## config.mk

```make
export PLATFORM = sky130hd
export DESIGN_NAME = segment_polyhedron_clip_flat
export DESIGN_NICKNAME = d
export VERILOG_FILES = /design/src/rtl/spc_pkg.sv /design/src/rtl/spc_channels.sv /design/src/rtl/spc_div.sv /design/src/rtl/segment_polyhedron_clip.sv /design/src/flat_wrapper.sv
export SDC_FILE = /design/constraint.sdc
export NUM_CORES = 2
export LEC_CHECK = 0
export ABC_CLOCK_PERIOD_IN_PS = 13020
export BUFFER_PORTS_ARGS = -buffer_cell sky130_fd_sc_hd__buf_4
export CAP_MARGIN = 20
export CORE_MARGIN = 4
export CORE_UTILIZATION = 35
export DETAILED_ROUTE_END_ITERATION = 8
export MAX_ROUTING_LAYER = met4
export PLACE_DENSITY_LB_ADDON = 0.25
export SLEW_MARGIN = 0
export SYNTH_ARGS = -nofsm -noshare
export SYNTH_HDL_FRONTEND = slang
export SYNTH_HIERARCHICAL = 1
export SYNTH_SLANG_ARGS = --single-unit
```

## constraint.sdc

```tcl
create_clock -name clock -period 13.02 [get_ports clock]
set_input_delay 1.302 -clock clock [delete_from_list [all_inputs] [get_ports clock]]
set_output_delay 1.302 -clock clock [all_outputs]
set_load 0.02 [all_outputs]
```

## src/rtl/spc_pkg.sv

```systemverilog
// ----------------------------------------------------------------------------
// spc_pkg: shared definitions for the segment/polyhedron clipper
// Widths, request kind codes, fixed-point constants and state encodings
// used by the channel interfaces, the serial divider and the top level.
// ----------------------------------------------------------------------------
`default_nettype none

package spc_pkg;

   // Field and arithmetic geometry
   localparam int COORD_BITS  = 32;
   localparam int T_FRAC_BITS = 30;
   localparam int COORD_FRAC  = 16;
   localparam int FIELD_W     = 32;
   localparam int KIND_W      = 2;
   localparam int T_W         = 32;

   localparam int IN_BITS  = (COORD_BITS < FIELD_W) ? COORD_BITS : FIELD_W;
   localparam int DIR_W    = IN_BITS + 1;
   localparam int ACC_W    = 2 * IN_BITS + 4;
   localparam int AXES     = 3;
   localparam int AXIS_W   = 2;
   localparam int BIT_W    = $clog2(IN_BITS);
   localparam int Q_BITS   = T_W - 1;
   localparam int CNT_W    = $clog2(Q_BITS);

   localparam logic [BIT_W-1:0]  BIT_LAST  = BIT_W'(IN_BITS - 1);
   localparam logic [AXIS_W-1:0] AXIS_LAST = AXIS_W'(AXES - 1);
   localparam logic [CNT_W-1:0]  CNT_LAST  = CNT_W'(Q_BITS - 1);

   // Request kinds; the remaining code is a no-op
   localparam logic [KIND_W-1:0] KIND_START = 2'd0;
   localparam logic [KIND_W-1:0] KIND_END   = 2'd1;
   localparam logic [KIND_W-1:0] KIND_PLANE = 2'd2;

   // t constants
   localparam logic signed [T_W-1:0] T_ONE =
      {{(T_W - 1 - T_FRAC_BITS){1'b0}}, 1'b1, {T_FRAC_BITS{1'b0}}};
   localparam logic signed [T_W-1:0] T_MAX = {1'b0, {Q_BITS{1'b1}}};
   localparam logic signed [T_W-1:0] T_MIN = {1'b1, {Q_BITS{1'b0}}};

   typedef enum logic [2:0] {
      ST_IDLE,
      ST_MAC,
      ST_TEST,
      ST_WAIT,
      ST_EMIT
   } top_state_type;

   typedef enum logic [1:0] {
      DV_IDLE,
      DV_CHECK,
      DV_RUN,
      DV_DONE
   } div_state_type;

endpackage

`default_nettype wire

```

## src/rtl/spc_channels.sv

```systemverilog
// ----------------------------------------------------------------------------
// spc_channels: request and response channel interfaces
// Valid/ready channels; an item moves on a clock edge with valid and ready high.
// ----------------------------------------------------------------------------
`default_nettype none

interface spc_req_if import spc_pkg::*; ();
   logic                      valid;
   logic                      ready;
   logic [KIND_W-1:0]         kind;
   logic signed [FIELD_W-1:0] x;
   logic signed [FIELD_W-1:0] y;
   logic signed [FIELD_W-1:0] z;
   logic signed [FIELD_W-1:0] offset;
   logic                      last;

   modport source (output valid, kind, x, y, z, offset, last, input ready);
   modport sink   (input valid, kind, x, y, z, offset, last, output ready);
endinterface

interface spc_rsp_if import spc_pkg::*; ();
   logic                  valid;
   logic                  ready;
   logic                  hit;
   logic signed [T_W-1:0] t_first;
   logic signed [T_W-1:0] t_last;

   modport source (output valid, hit, t_first, t_last, input ready);
   modport sink   (input valid, hit, t_first, t_last, output ready);
endinterface

`default_nettype wire

```

## src/rtl/spc_div.sv

```systemverilog
// ----------------------------------------------------------------------------
// spc_div: serial signed divider for the clip parameter
// Restoring radix-2 division, one quotient bit per cycle, result saturated.
// ----------------------------------------------------------------------------
`default_nettype none

module spc_div import spc_pkg::*; (
   input  wire logic                    clock,
   input  wire logic                    reset,
   input  wire logic                    start,
   input  wire logic signed [ACC_W-1:0] num,
   input  wire logic signed [ACC_W-1:0] den,
   output logic                         done,
   output logic signed [T_W-1:0]        quot
);

   localparam int DVD_W = ACC_W + T_FRAC_BITS;

   div_state_type state_ff, state_in;

   logic [ACC_W-1:0]  rem_ff;
   logic [ACC_W-1:0]  den_ff;
   logic [Q_BITS-1:0] dv_ff;
   logic [Q_BITS-1:0] q_ff;
   logic [CNT_W-1:0]  cnt_ff;
   logic              neg_ff;
   logic              ovf_ff;

   logic [ACC_W-1:0]  num_abs;
   logic [ACC_W-1:0]  den_abs;
   logic [DVD_W-1:0]  dvd_wide;
   logic [ACC_W:0]    trial;
   logic [ACC_W:0]    diff;
   logic              fits;
   logic signed [T_W-1:0] q_ext;

   assign num_abs  = num[ACC_W-1] ? -num : num;
   assign den_abs  = den[ACC_W-1] ? -den : den;
   assign dvd_wide = {num_abs, {T_FRAC_BITS{1'b0}}};

   // shift in the next dividend bit, trial-subtract the divisor
   assign trial = {rem_ff, dv_ff[Q_BITS-1]};
   assign diff  = trial - {1'b0, den_ff};
   assign fits  = (trial >= {1'b0, den_ff});

   assign q_ext = $signed({1'b0, q_ff});
   assign quot  = ovf_ff ? (neg_ff ? T_MIN : T_MAX) : (neg_ff ? -q_ext : q_ext);

   always_ff @(posedge clock) begin
      if (reset) begin
         state_ff <= DV_IDLE;
      end else begin
         state_ff <= state_in;
      end
   end

   always_comb begin
      state_in = state_ff;
      done     = 1'b0;
      case (state_ff)
         DV_IDLE: begin
            if (start) state_in = DV_CHECK;
         end
         DV_CHECK: begin
            state_in = (rem_ff >= den_ff) ? DV_DONE : DV_RUN;
         end
         DV_RUN: begin
            if (cnt_ff == CNT_LAST) state_in = DV_DONE;
         end
         DV_DONE: begin
            done     = 1'b1;
            state_in = DV_IDLE;
         end
         default: state_in = DV_IDLE;
      endcase
   end

   always_ff @(posedge clock) begin
      case (state_ff)
         DV_IDLE: begin
            if (start) begin
               neg_ff <= num[ACC_W-1] ^ den[ACC_W-1];
               den_ff <= den_abs;
               rem_ff <= num_abs >> (Q_BITS - T_FRAC_BITS);
               dv_ff  <= dvd_wide[Q_BITS-1:0];
               q_ff   <= '0;
               cnt_ff <= '0;
            end
         end
         DV_CHECK: begin
            ovf_ff <= (rem_ff >= den_ff);
         end
         DV_RUN: begin
            rem_ff <= fits ? diff[ACC_W-1:0] : trial[ACC_W-1:0];
            dv_ff  <= {dv_ff[Q_BITS-2:0], 1'b0};
            q_ff   <= {q_ff[Q_BITS-2:0], fits};
            cnt_ff <= cnt_ff + 1'b1;
         end
         default: begin
         end
      endcase
   end

   // the partial remainder stays below the divisor once past the range check
   a_rem_below_den: assert property (@(posedge clock) disable iff (reset)
      state_ff == DV_RUN |-> rem_ff < den_ff)
      else $error("divider remainder not below divisor");

   a_start_when_idle: assert property (@(posedge clock) disable iff (reset)
      start |-> state_ff == DV_IDLE)
      else $error("divider started while busy");

   a_den_nonzero: assert property (@(posedge clock) disable iff (reset)
      state_ff == DV_CHECK |-> den_ff != '0)
      else $error("divider loaded with zero divisor");

endmodule

`default_nettype wire

```

## src/rtl/segment_polyhedron_clip.sv

```systemverilog
// ----------------------------------------------------------------------------
// segment_polyhedron_clip: clip a 3D segment against a convex polyhedron
// Cyrus-Beck interval clipping with bit-serial dot products and a serial
// divider; reports hit and the entry/exit parameters on the last request.
// ----------------------------------------------------------------------------
//
//   channel  direction  handshake     payload
//   req_ch   in         valid/ready   kind, x, y, z, offset, last
//   rsp_ch   out        valid/ready   hit, t_first, t_last
//
// Start/end points, no-ops and planes of an empty query are handled while idle.
// A plane runs bit-serial multiply-accumulate over the three axes (one normal
// bit per cycle), a test state, then the divider (range check, quotient bits,
// done). A parallel plane skips the divider; when the quotient saturates, the
// divider goes from the range check straight to done. No new request is taken
// until the plane is through. A request with last then passes the emit state
// to load the response register. Synchronous reset sets the interval to [0,1]
// and clears the segment, the empty flag and the response. A stalled response
// holds in its register; new requests are taken while it waits.
// ----------------------------------------------------------------------------
`default_nettype none

module segment_polyhedron_clip import spc_pkg::*; (
   input  wire logic   clock,
   input  wire logic   reset,
   spc_req_if.sink     req_ch,
   spc_rsp_if.source   rsp_ch
);

   localparam int NSH_W = AXES * IN_BITS;

   top_state_type state_ff, state_in;

   // query state
   logic signed [IN_BITS-1:0] seg_start_ff [AXES];
   logic signed [DIR_W-1:0]   seg_dir_ff   [AXES];
   logic signed [T_W-1:0]     t_enter_ff;
   logic signed [T_W-1:0]     t_exit_ff;
   logic                      query_empty_ff;
   logic                      last_ff;

   // multiply-accumulate datapath
   logic [NSH_W-1:0]          nsh_ff;
   logic [BIT_W-1:0]          bit_ff;
   logic [AXIS_W-1:0]         axis_ff;
   logic [AXIS_W-1:0]         axis_next;
   logic signed [ACC_W-1:0]   mden_ff;
   logic signed [ACC_W-1:0]   mdist_ff;
   logic signed [ACC_W-1:0]   acc_den_ff;
   logic signed [ACC_W-1:0]   acc_dist_ff;
   logic signed [ACC_W-1:0]   acc_den_in;
   logic signed [ACC_W-1:0]   acc_dist_in;
   logic signed [ACC_W-1:0]   off_ext;

   // response register
   logic                      rsp_valid_ff;
   logic                      hit_ff;
   logic signed [T_W-1:0]     t_first_ff;
   logic signed [T_W-1:0]     t_last_ff;

   // control
   logic                      req_ready;
   logic                      req_fire;
   logic                      div_start;
   logic                      div_done;
   logic signed [T_W-1:0]     div_quot;
   logic                      emit_load;

   // interval update from a finished quotient
   logic signed [T_W-1:0]     enter_new;
   logic signed [T_W-1:0]     exit_new;

   assign req_ch.ready = req_ready;
   assign req_fire     = req_ch.valid && req_ready;

   assign rsp_ch.valid   = rsp_valid_ff;
   assign rsp_ch.hit     = hit_ff;
   assign rsp_ch.t_first = t_first_ff;
   assign rsp_ch.t_last  = t_last_ff;

   assign off_ext = ACC_W'($signed(req_ch.offset[IN_BITS-1:0]));

   // ------------------------------------------------------------------------
   // Divider
   // ------------------------------------------------------------------------
   spc_div u_div (
      .clock (clock),
      .reset (reset),
      .start (div_start),
      .num   (acc_dist_ff),
      .den   (acc_den_ff),
      .done  (div_done),
      .quot  (div_quot)
   );

   // ------------------------------------------------------------------------
   // State machine
   // ------------------------------------------------------------------------
   always_ff @(posedge clock) begin
      if (reset) begin
         state_ff <= ST_IDLE;
      end else begin
         state_ff <= state_in;
      end
   end

   always_comb begin
      state_in  = state_ff;
      req_ready = 1'b0;
      div_start = 1'b0;
      emit_load = 1'b0;
      case (state_ff)
         ST_IDLE: begin
            req_ready = 1'b1;
            if (req_ch.valid) begin
               if (req_ch.kind == KIND_PLANE && !query_empty_ff) begin
                  state_in = ST_MAC;
               end else if (req_ch.last) begin
                  state_in = ST_EMIT;
               end
            end
         end
         ST_MAC: begin
            if (bit_ff == BIT_LAST && axis_ff == AXIS_LAST) state_in = ST_TEST;
         end
         ST_TEST: begin
            // parallel plane: no division, only the side test
            if (acc_den_ff == '0) begin
               state_in = last_ff ? ST_EMIT : ST_IDLE;
            end else begin
               div_start = 1'b1;
               state_in  = ST_WAIT;
            end
         end
         ST_WAIT: begin
            if (div_done) state_in = last_ff ? ST_EMIT : ST_IDLE;
         end
         ST_EMIT: begin
            if (!rsp_valid_ff || rsp_ch.ready) begin
               emit_load = 1'b1;
               state_in  = ST_IDLE;
            end
         end
         default: state_in = ST_IDLE;
      endcase
   end

   // ------------------------------------------------------------------------
   // Bit-serial dot products: denom = n.dir, dist = d - n.start
   // Two's complement normal: the sign bit weighs negative.
   // ------------------------------------------------------------------------
   always_comb begin
      acc_den_in  = acc_den_ff;
      acc_dist_in = acc_dist_ff;
      if (nsh_ff[0]) begin
         if (bit_ff == BIT_LAST) begin
            acc_den_in  = acc_den_ff - mden_ff;
            acc_dist_in = acc_dist_ff + mdist_ff;
         end else begin
            acc_den_in  = acc_den_ff + mden_ff;
            acc_dist_in = acc_dist_ff - mdist_ff;
         end
      end
   end

   assign axis_next = (axis_ff == AXIS_LAST) ? '0 : axis_ff + 1'b1;

   always_ff @(posedge clock) begin
      if (req_fire && req_ch.kind == KIND_PLANE) begin
         nsh_ff      <= {req_ch.z[IN_BITS-1:0], req_ch.y[IN_BITS-1:0],
                         req_ch.x[IN_BITS-1:0]};
         acc_den_ff  <= '0;
         acc_dist_ff <= off_ext <<< COORD_FRAC;
         mden_ff     <= ACC_W'(seg_dir_ff[0]);
         mdist_ff    <= ACC_W'(seg_start_ff[0]);
      end else if (state_ff == ST_MAC) begin
         acc_den_ff  <= acc_den_in;
         acc_dist_ff <= acc_dist_in;
         nsh_ff      <= nsh_ff >> 1;
         if (bit_ff == BIT_LAST) begin
            // advance to the next axis: reload the multiplicands
            mden_ff  <= ACC_W'(seg_dir_ff[axis_next]);
            mdist_ff <= ACC_W'(seg_start_ff[axis_next]);
         end else begin
            mden_ff  <= mden_ff <<< 1;
            mdist_ff <= mdist_ff <<< 1;
         end
      end
   end

   always_ff @(posedge clock) begin
      if (reset) begin
         bit_ff  <= '0;
         axis_ff <= '0;
      end else if (req_fire) begin
         bit_ff  <= '0;
         axis_ff <= '0;
      end else if (state_ff == ST_MAC) begin
         if (bit_ff == BIT_LAST) begin
            bit_ff  <= '0;
            axis_ff <= axis_next;
         end else begin
            bit_ff <= bit_ff + 1'b1;
         end
      end
   end

   // ------------------------------------------------------------------------
   // Interval update: negative denom raises the entry, positive lowers the exit
   // ------------------------------------------------------------------------
   always_comb begin
      enter_new = t_enter_ff;
      exit_new  = t_exit_ff;
      if (acc_den_ff[ACC_W-1]) begin
         if (div_quot > t_enter_ff) enter_new = div_quot;
      end else begin
         if (div_quot < t_exit_ff) exit_new = div_quot;
      end
   end

   // ------------------------------------------------------------------------
   // Query state
   // ------------------------------------------------------------------------
   always_ff @(posedge clock) begin
      if (reset) begin
         for (int i = 0; i < AXES; i++) begin
            seg_start_ff[i] <= '0;
            seg_dir_ff[i]   <= '0;
         end
         t_enter_ff     <= '0;
         t_exit_ff      <= T_ONE;
         query_empty_ff <= 1'b0;
      end else begin
         case (state_ff)
            ST_IDLE: begin
               if (req_fire) begin
                  case (req_ch.kind)
                     KIND_START: begin
                        seg_start_ff[0] <= req_ch.x[IN_BITS-1:0];
                        seg_start_ff[1] <= req_ch.y[IN_BITS-1:0];
                        seg_start_ff[2] <= req_ch.z[IN_BITS-1:0];
                        for (int i = 0; i < AXES; i++) seg_dir_ff[i] <= '0;
                        t_enter_ff     <= '0;
                        t_exit_ff      <= T_ONE;
                        query_empty_ff <= 1'b0;
                     end
                     KIND_END: begin
                        seg_dir_ff[0] <= DIR_W'($signed(req_ch.x[IN_BITS-1:0]))
                                         - DIR_W'(seg_start_ff[0]);
                        seg_dir_ff[1] <= DIR_W'($signed(req_ch.y[IN_BITS-1:0]))
                                         - DIR_W'(seg_start_ff[1]);
                        seg_dir_ff[2] <= DIR_W'($signed(req_ch.z[IN_BITS-1:0]))
                                         - DIR_W'(seg_start_ff[2]);
                     end
                     default: begin
                     end
                  endcase
               end
            end
            ST_TEST: begin
               // parallel plane with the start point outside: drop the query
               if (acc_den_ff == '0 && !acc_dist_ff[ACC_W-1] && acc_dist_ff != '0) begin
                  query_empty_ff <= 1'b1;
               end
            end
            ST_WAIT: begin
               if (div_done) begin
                  t_enter_ff <= enter_new;
                  t_exit_ff  <= exit_new;
                  if (enter_new > exit_new) query_empty_ff <= 1'b1;
               end
            end
            default: begin
            end
         endcase
      end
   end

   // hold the last flag for the plane's result
   always_ff @(posedge clock) begin
      if (req_fire) last_ff <= req_ch.last;
   end

   // ------------------------------------------------------------------------
   // Response register
   // ------------------------------------------------------------------------
   always_ff @(posedge clock) begin
      if (reset) begin
         rsp_valid_ff <= 1'b0;
      end else if (emit_load) begin
         rsp_valid_ff <= 1'b1;
      end else if (rsp_ch.ready) begin
         rsp_valid_ff <= 1'b0;
      end
   end

   always_ff @(posedge clock) begin
      if (emit_load) begin
         hit_ff     <= !query_empty_ff;
         t_first_ff <= t_enter_ff;
         t_last_ff  <= t_exit_ff;
      end
   end

   // ------------------------------------------------------------------------
   // Assertions
   // ------------------------------------------------------------------------
   a_interval_ordered: assert property (@(posedge clock) disable iff (reset)
      !query_empty_ff |-> t_enter_ff <= t_exit_ff)
      else $error("live query with inverted interval");

   a_empty_sticky: assert property (@(posedge clock) disable iff (reset)
      query_empty_ff && !(req_fire && req_ch.kind == KIND_START) |=> query_empty_ff)
      else $error("empty flag cleared without a start point");

   a_frozen_interval: assert property (@(posedge clock) disable iff (reset)
      req_fire && req_ch.kind == KIND_PLANE && query_empty_ff
      |=> $stable(t_enter_ff) && $stable(t_exit_ff))
      else $error("plane changed the interval of an empty query");

   a_div_nonzero: assert property (@(posedge clock) disable iff (reset)
      state_ff == ST_WAIT |-> acc_den_ff != '0)
      else $error("division started with zero denominator");

endmodule

`default_nettype wire

```

## src/flat_wrapper.sv

```systemverilog
// flat-port wrapper written by rule: the top's interface ports become plain ports
module segment_polyhedron_clip_flat import spc_pkg::*;
  (clock, reset, req_ch_valid, req_ch_kind, req_ch_x, req_ch_y, req_ch_z, req_ch_offset, req_ch_last, req_ch_ready, rsp_ch_valid, rsp_ch_hit, rsp_ch_t_first, rsp_ch_t_last, rsp_ch_ready);
  spc_req_if req_ch_i ();
  spc_rsp_if rsp_ch_i ();
  input  wire logic clock;
  input  wire logic reset;
  input wire logic [$bits(req_ch_i.valid)-1:0] req_ch_valid;
  input wire logic [$bits(req_ch_i.kind)-1:0] req_ch_kind;
  input wire logic [$bits(req_ch_i.x)-1:0] req_ch_x;
  input wire logic [$bits(req_ch_i.y)-1:0] req_ch_y;
  input wire logic [$bits(req_ch_i.z)-1:0] req_ch_z;
  input wire logic [$bits(req_ch_i.offset)-1:0] req_ch_offset;
  input wire logic [$bits(req_ch_i.last)-1:0] req_ch_last;
  output wire logic [$bits(req_ch_i.ready)-1:0] req_ch_ready;
  output wire logic [$bits(rsp_ch_i.valid)-1:0] rsp_ch_valid;
  output wire logic [$bits(rsp_ch_i.hit)-1:0] rsp_ch_hit;
  output wire logic [$bits(rsp_ch_i.t_first)-1:0] rsp_ch_t_first;
  output wire logic [$bits(rsp_ch_i.t_last)-1:0] rsp_ch_t_last;
  input wire logic [$bits(rsp_ch_i.ready)-1:0] rsp_ch_ready;
  assign req_ch_i.valid = req_ch_valid;
  assign req_ch_i.kind = req_ch_kind;
  assign req_ch_i.x = req_ch_x;
  assign req_ch_i.y = req_ch_y;
  assign req_ch_i.z = req_ch_z;
  assign req_ch_i.offset = req_ch_offset;
  assign req_ch_i.last = req_ch_last;
  assign req_ch_ready = req_ch_i.ready;
  assign rsp_ch_valid = rsp_ch_i.valid;
  assign rsp_ch_hit = rsp_ch_i.hit;
  assign rsp_ch_t_first = rsp_ch_i.t_first;
  assign rsp_ch_t_last = rsp_ch_i.t_last;
  assign rsp_ch_i.ready = rsp_ch_ready;
  segment_polyhedron_clip u_core (.clock(clock), .reset(reset), .req_ch(req_ch_i), .rsp_ch(rsp_ch_i));
endmodule
```

* Word-level counts from Yosys, hierarchy flattened
Memories as Yosys holds them, arrays and structs flattened.
Index checks and enable logic that the tools add are counted.
** Storage, ports and cells
- Memory bits (writable) :: 195
- Register bits after elaboration :: 717
- Memories :: 2
- Bits of input ports :: 135
- Output and inout port bits :: 67
- Logic and storage cells :: 200
** Operators by class
- Order comparisons :: 5
- $add $sub $neg :: 14
- Bitwise logic cells :: 10
- Multiplexer cells :: 89
- Equality and inequality tests :: 23
- Reductions and logical operators :: 31
** Memories
- u_core.seg_dir_ff :: words 3, bits a word 33, read ports 2, clocked after memory_dff 0, wr ports 3, RTL line segment_polyhedron_clip.sv:36 : logic signed [DIR_W-1:0] seg_dir_ff [AXES];
- u_core.seg_start_ff :: words 3, bits a word 32, read ports 4, clocked after memory_dff 0, wr ports 3, RTL line segment_polyhedron_clip.sv:35 : logic signed [IN_BITS-1:0] seg_start_ff [AXES];
** Operator list (number)
- $mux 68 :: 14
- $mux 32 :: 16
- $sub 68x68->68 :: 3
- $mux 33 :: 6
- $mux 96 :: 2
- $add 68x68->68 :: 2
- $neg 68->68 :: 2
- $pmux 68 s2 :: 1
- $pmux 32 s2 :: 2
- $pmux 31 s2 :: 2
- $sub 32x32->33 :: 3
- $ge 69x68->1 :: 1
- $ge 68x68->1 :: 1
- $logic_not 68->1 :: 1
- $reduce_bool 68->1 :: 1
- $mux 67 :: 1
- $gt 32x32->1 :: 2
- $mux 31 :: 2
- $lt 32x32->1 :: 1
- $neg 31->32 :: 1
- $mux 1 :: 26
- $mux 3 :: 8
- $ne 2x1->1 const B :: 8
- $pmux 3 s5 :: 1
- other kinds (29) :: 65

* Depth between registers and ports, before layout
- Depth in word-level cells :: 10
- Mapped depth :: 34
- Depth with buffers taken out :: 32

* Cells and area by module
The synthesis kept the hierarchy.
** By module, submodules not included
- segment_polyhedron_clip :: area an instance 45710.1 µm², sequential area each 19568.8 µm², cells an instance 5038, instances 1
- spc_div :: area an instance 16615.9 µm², sequential area each 5295.1 µm², cells an instance 1955, instances 1

* Worst setup path before layout
No wires, ideal clock.
- Path type :: register -> register
- From :: register u_core.u_div.state_ff[0]
- To :: register u_core.u_div.cnt_ff[0], enable pin
- Path buffers :: 3
- Data arrival time :: 8.701 ns
- Required time :: 12.306 ns
- Period minus slack after synthesis :: 9.414 ns
- Stages on the path, launching flop included :: 8
- Setup time :: 0.714 ns
- Slack :: 3.606 ns
- Cells stage by stage :: dfxtp_1 > inv_1 > ha_1 > clkbuf_1 > inv_1 > clkbuf_1 > clkbuf_1 > o21ai_0
** Between the ends
- Longest elaborated chain between the ends :: 3
- Elaborated cells on any way between the ends :: 5
- Classes of those cells :: eq/ne: 2; reduce/logical: 3
** RTL lines
- start, declared :: RTL line spc_div.sv:19 : div_state_type state_ff, state_in;
- start signal, assigned :: RTL line spc_div.sv:53 : state_ff <= state_in;
- $eq 2x2->1 or $logic_not 2->1 (tied branches) :: RTL line spc_div.sv:79 : case (state_ff)
- $reduce_bool 2->1 (no source line) or $ne 2x1->1 (tied branches)
- $reduce_and 2->1 (no source line) *
- end signal, assigned :: RTL line spc_div.sv:97 : cnt_ff <= cnt_ff + 1'b1;
- end, declared :: RTL line spc_div.sv:25 : logic [CNT_W-1:0] cnt_ff;
Mark *: on every way between the ends. The rest lies on a longest branch, timed or not.
A chain may end at the register's enable or synchronous reset.

* Worst setup path after layout
- From :: register u_core.u_div.q_ff[2]
- To :: register u_core.query_empty_ff
** Between the ends
- Longest elaborated chain between the ends :: 9
- Elaborated cells on any way between the ends :: 12
- Classes of those cells :: add/sub: 1; order compare: 3; eq/ne: 1; mux: 6; reduce/logical: 1
** RTL lines
- start, declared :: RTL line spc_div.sv:24 : logic [Q_BITS-1:0] q_ff;
- start signal, assigned :: RTL line spc_div.sv:96 : q_ff <= {q_ff[Q_BITS-2:0], fits};
- $neg 31->32 * :: RTL line spc_div.sv:47 : assign quot = ovf_ff ? (neg_ff ? T_MIN : T_MAX) : (neg_ff ? -q_ext : q_ext);
- $mux 32 * (2 in series) :: RTL line spc_div.sv:47
- via u_core.div_quot[29] :: RTL line segment_polyhedron_clip.sv:66 : logic signed [T_W-1:0] div_quot;
- $gt 32x32->1 or $lt 32x32->1 (tied branches) :: RTL line segment_polyhedron_clip.sv:215, segment_polyhedron_clip.sv:217
- $mux 32 (on tied branches) :: RTL line segment_polyhedron_clip.sv:215, segment_polyhedron_clip.sv:217
- $mux 32 :: RTL line segment_polyhedron_clip.sv:214 : if (acc_den_ff[ACC_W-1]) begin
- $gt 32x32->1 * :: RTL line segment_polyhedron_clip.sv:270 : if (enter_new > exit_new) query_empty_ff <= 1'b1;
- $ne 2x1->1 (no source line) *
- $reduce_and 6->1 (no source line) *
- end signal, assigned :: RTL line segment_polyhedron_clip.sv:232 : query_empty_ff <= 1'b0;
- end signal, assigned :: RTL line segment_polyhedron_clip.sv:263 : query_empty_ff <= 1'b1;
- end signal, assigned :: RTL line segment_polyhedron_clip.sv:270
- end, declared :: RTL line segment_polyhedron_clip.sv:39 : logic query_empty_ff;
The timed path passes the listed nets; every way through them passes the cells marked *.

==> report_table.html <==
<table>
<tr><th>Metric</th><th>Value</th></tr>
<tr><th colspan="2">Status</th></tr>
<tr><td>Run status</td><td>finished, final reports clean</td></tr>
<tr><th colspan="2">Drt</th></tr>
<tr><td>Metal3 WL</td><td>between 7000 and 8000 um</td></tr>
<tr><td>Remaining DRCs</td><td>0</td></tr>
<tr><td>Number of antenna-violating nets in the routed design</td><td>0</td></tr>
<tr><td>Detailed-routing iteration count for the pre-antenna-repair pass</td><td>6</td></tr>
<tr><td>Met1 WL</td><td>90,300 um</td></tr>
<tr><td>Detailed-route wire length</td><td>roughly 190,000 um</td></tr>
<tr><td>Number of DRC violations after detailed-routing iteration 0</td><td>~3,800</td></tr>
<tr><td>Number of vias after detailed routing</td><td>51,700</td></tr>
<tr><td>Highest routed metal layer</td><td>met4</td></tr>
<tr><td>Routed wirelength normalized by instance count</td><td>just over 20 um</td></tr>
<tr><td>Per-cell via count in the routed design</td><td>around 5.5</td></tr>
<tr><td>Met2 layer wire length in the routed design</td><td>~90,000 um</td></tr>
<tr><th colspan="2">Synthesis</th></tr>
<tr><td>Synthesized-area fraction occupied by and/or/nand/nor cells</td><td>~18%</td></tr>
<tr><td>Post-Syn Area per Cell</td><td>roughly 9 sq um</td></tr>
<tr><td>Count of flip-flops with a built-in enable after synthesis</td><td>slightly above 700</td></tr>
<tr><td>Post-synthesis sequential area ratio</td><td>roughly two fifths</td></tr>
<tr><td>Mux contribution to synthesized area</td><td>about 1.5%</td></tr>
<tr><td>Netlist cell types</td><td>between 90 and 100</td></tr>
<tr><td>Post-synth top area share</td><td>34.7%</td></tr>
<tr><td>Most instantiated library cell after synthesis</td><td>a21oi_1</td></tr>
<tr><td>Post-synthesis async set-or-reset flop share</td><td>0%</td></tr>
<tr><td>Mapped Nets</td><td>7,608</td></tr>
<tr><td>Largest area contributor in the netlist</td><td>edfxtp_1</td></tr>
<tr><td>XOR/XNOR Fraction of Synth Area</td><td>about 7.4%</td></tr>
<tr><td>Synth Register Bits</td><td>882</td></tr>
<tr><td>Post-synthesis instance total</td><td>~7,000</td></tr>
<tr><td>Synth Area in Compound Gates</td><td>between 10% and 20%</td></tr>
<tr><td>Yosys warning count</td><td>6</td></tr>
<tr><td>Main combinational cell family by area after synthesis</td><td>compound AO/OA/AOI/OAI gates</td></tr>
<tr><td>Post-synthesis adder-cell area fraction</td><td>between 9 and 10%</td></tr>
<tr><td>Most common library cells after synthesis</td><td>833 x a21oi_1, 795 x nand2_1, 720 x edfxtp_1</td></tr>
<tr><td>Synthesized cell area</td><td>62,300 sq um</td></tr>
<tr><td>Top FF cell, synth</td><td>edfxtp_1</td></tr>
<tr><td>Top cells by area, synth</td><td>edfxtp_1 35%, ha_1 9.5%, a21oi_1 6.7%</td></tr>
<tr><th colspan="2">Run</th></tr>
<tr><td>Max-Cap Viols</td><td>0</td></tr>
<tr><th colspan="2">Floorplanning</th></tr>
<tr><td>Floorplan die width</td><td>430 um</td></tr>
<tr><td>Std-Cell Core Area</td><td>~180,000 sq um</td></tr>
<tr><td>Number of top-level pins</td><td>202</td></tr>
<tr><td>Core Rows</td><td>between 150 and 200</td></tr>
<tr><td>Die area</td><td>around 180,000 sq um</td></tr>
<tr><td>Die boundary height</td><td>430 um</td></tr>
<tr><td>Initial core utilization</td><td>35.3%</td></tr>
<tr><th colspan="2">Placement</th></tr>
<tr><td>Post-Place Cells</td><td>9,257</td></tr>
<tr><td>Setup slack after placement</td><td>roughly 4.6 ns</td></tr>
<tr><td>Half-perimeter wire length of the detailed placement result</td><td>149,000 um</td></tr>
<tr><td>Weighted congestion at the end of routability-driven global placement</td><td>roughly 0.95</td></tr>
<tr><td>Port bufs</td><td>around 200</td></tr>
<tr><th colspan="2">Clock network</th></tr>
<tr><td>Quantity of gates resized following cts</td><td>0</td></tr>
<tr><td>Cts bufs inserted</td><td>~100</td></tr>
<tr><td>Clock latency reported for the late side of the worst-skew pair</td><td>just under 0.8 ns</td></tr>
<tr><td>Post-CTS clock slew at the launch and capture registers of the worst setup and hold paths</td><td>about 0.070 ns</td></tr>
<tr><td>Clock tree from TritonCTS</td><td>done</td></tr>
<tr><td>Total clock sinks</td><td>882</td></tr>
<tr><td>Setup bufs post-CTS</td><td>0</td></tr>
<tr><td>Buffers from clock root to sink, at most</td><td>3</td></tr>
<tr><td>CTS HTree Levels</td><td>3</td></tr>
<tr><td>Hold buffers post-CTS</td><td>0</td></tr>
<tr><td>Cell at the root of the clock tree</td><td>clkbuf_16</td></tr>
<tr><th colspan="2">Hold path</th></tr>
<tr><td>Worst hold endpoint</td><td>u_core/rsp_ch.t_last[8]</td></tr>
<tr><td>Min-Delay Startpoint</td><td>u_core/t_exit_ff[8]</td></tr>
<tr><td>Min-Delay Path Class</td><td>flop to flop</td></tr>
<tr><td>Min-Delay Path Depth</td><td>0</td></tr>
<tr><th colspan="2">STA</th></tr>
<tr><td>Minimum clock period after layout</td><td>~8.5 ns</td></tr>
<tr><td>Setup TNS</td><td>0 ns</td></tr>
<tr><td>Setup repair after global routing missed its margin</td><td>no</td></tr>
<tr><td>Normalized max-slew margin</td><td>between 20% and 30%</td></tr>
<tr><td>Final count of pins violating max slew</td><td>0</td></tr>
<tr><td>Worst setup skew after layout</td><td>0.0830 ns</td></tr>
<tr><td>Slew at the pin closest to its max-slew limit</td><td>between 1 and 1.5 ns</td></tr>
<tr><td>Total setup violations reported at the end of the flow</td><td>0</td></tr>
<tr><td>Hold violation count in the final report</td><td>0</td></tr>
<tr><td>Highest clock frequency the design can meet</td><td>about 0.12 GHz</td></tr>
<tr><td>Portion of the clock cycle consumed by the worst path in the final layout</td><td>between 60% and 70%</td></tr>
<tr><td>Final worst slack</td><td>around 4.5 ns</td></tr>
<tr><th colspan="2">Global route</th></tr>
<tr><td>Total GRT Usage</td><td>21.0%</td></tr>
<tr><td>Maximum number of pins on one net before global-route repair</td><td>between 100 and 150</td></tr>
<tr><td>Wire length of the first global-routing pass</td><td>between 200,000 and 300,000 um</td></tr>
<tr><td>Total congestion overflow</td><td>0</td></tr>
<tr><td>Vias in the first global route</td><td>approximately 50,000</td></tr>
<tr><td>Antenna violations before repair</td><td>9</td></tr>
<tr><th colspan="2">Critical path</th></tr>
<tr><td>CP most frequent cell</td><td>a21o_1</td></tr>
<tr><td>Type of element launching the critical path</td><td>flop</td></tr>
<tr><td>R2r setup slk</td><td>between 4 and 5 ns</td></tr>
<tr><td>Data required time at the worst endpoint</td><td>~14 ns</td></tr>
<tr><td>CP Capture Type</td><td>flop</td></tr>
<tr><td>Classification of the worst setup path</td><td>flop to flop</td></tr>
<tr><td>Capturing point of the worst reg2reg path</td><td>u_core/query_empty_ff</td></tr>
<tr><td>FF-to-FF Start</td><td>u_core/u_div/q_ff[2]</td></tr>
<tr><td>Max Fanout on Critical Path</td><td>35</td></tr>
<tr><td>Arrival time worst endpoint</td><td>a little over 9 ns</td></tr>
<tr><td>Crit-path max cell delay</td><td>roughly 0.65 ns</td></tr>
<tr><td>Number of cells on the worst reg-to-reg path</td><td>30</td></tr>
<tr><td>Crit-path slowest cell</td><td>nor4_1</td></tr>
<tr><th colspan="2">Pwr</th></tr>
<tr><td>Pwr/cell area</td><td>~150 nW/um^2</td></tr>
<tr><td>Overall power of the completed layout</td><td>between 10 and 15 mW</td></tr>
<tr><td>Static Leakage</td><td>approximately 27 nW</td></tr>
<tr><td>Largest voltage drop on the vdd net</td><td>roughly 0.11 mV</td></tr>
<tr><th colspan="2">Layout</th></tr>
<tr><td>Fin util</td><td>around two fifths</td></tr>
<tr><td>Area growth, synth to finish</td><td>11.7%</td></tr>
<tr><td>Number of nets in the layout</td><td>about 7,600</td></tr>
<tr><td>Count of non-filler cells in the finished layout</td><td>9,449</td></tr>
<tr><td>Fraction of layout cells with a size suffix above 1</td><td>between 7 and 8%</td></tr>
</table>
[cell type report]
class                           instances  area (sq um)
Fill cell                           17700        107000
Multi-Input combinational cell       5421         35000
Sequential cell                       882         24900
Tap cell                             2340          2930
Clock buffer                          135          2720
Timing Repair Buffer                  259          2010
Inverter                              356          1340
Clock inverter                         54           742
Antenna cell                            2          5.00
[layer usage]
layer,global-route usage [%],vias to the layer above
met4,7.11,0
met2,33.5,1200
met5,-,-
met1,28.0,24700
met3,1.93,278
li1,-,25600
[power breakdown]
part / switching (mW) / leakage (nW) / internal (mW) / total (mW)
Clock: 1.27 / 1.66 / 1.74 / 3.01
Combinational: 2.22 / 17.2 / 1.41 / 3.63
Sequential: 0.459 / 8.21 / 3.50 / 3.96
[flip-flops by register name, indices dropped and copies added (netlist names), 3 cells and up]
register               count
u_core/u_div/cnt_ff        5
u_core/acc_den_ff         68
u_core/mden_ff            68
u_core/state_ff            3
u_core/mdist_ff           68
u_core/t_exit_ff          32
u_core/u_div/rem_ff       68
u_core/seg_start_ff       96
u_core/acc_dist_ff        68
u_core/u_div/q_ff         31
u_core/rsp_ch.t_first     32
u_core/u_div/den_ff       68
u_core/nsh_ff             96
u_core/seg_dir_ff         99
u_core/t_enter_ff         32
u_core/bit_ff              5
u_core/rsp_ch.t_last      32
[through the flow]
stage / hold WS [ns] / area, sq um
final: 0.460 / 69600
after global routing: 0.467 / 69600
after CTS: 0.464 / 69600
after detailed placement: 0.449 / 66100
after global placement: 0.447 / 66100
after floorplan: 0.408 / 62300
[how the worst max path moves through the flow]
stage,start,end
detailed placement,u_core/u_div/q_ff[2],u_core/query_empty_ff
CTS,u_core/u_div/q_ff[2],u_core/query_empty_ff
global placement,u_core/u_div/q_ff[2],u_core/query_empty_ff
floorplan,u_core/u_div/state_ff[0],u_core/u_div/cnt_ff[0]
finish,u_core/u_div/q_ff[2],u_core/query_empty_ff
global route,u_core/u_div/q_ff[2],u_core/query_empty_ff
[placed cells by master (no fill, tap or decap), drive strengths merged, types with 92 or more instances in the layout]
cell,n
nor4,92
nand3,140
o21ai,412
a21o,211
edfxtp,720
nand2,796
nor2,560
buf,259
nand4,104
dfxtp,162
xor2,187
nor3,135
a21oi,834
ha,474
and2,135
inv,360
xnor2,338
clkbuf,135
[kinds of logic (layout without fill, tap and decap cells)]
logic type | Yosys count | in the layout
fa+ha+maj | 480 | 480
xor+xnor | 525 | 525
other cells | 0 | 2
simple gates | 2297 | 2297
flops | 882 | 882
mux | 90 | 90
buf+inv | 690 | 804
compound gates | 2029 | 2029
[worst max-delay path, delay by kind of cell, from the launching register on]
family                   cells  cell delay (ns)
AO/OA/AOI/OAI               11             2.32
adder cells (fa/ha/maj)      2             0.70
buffers and inverters        1             0.42
flip-flops                   1             0.48
multiplexers                 4             1.36
AND/OR/NAND/NOR             12             3.05
No activity file was read; power rests on OpenSTA's default activity.
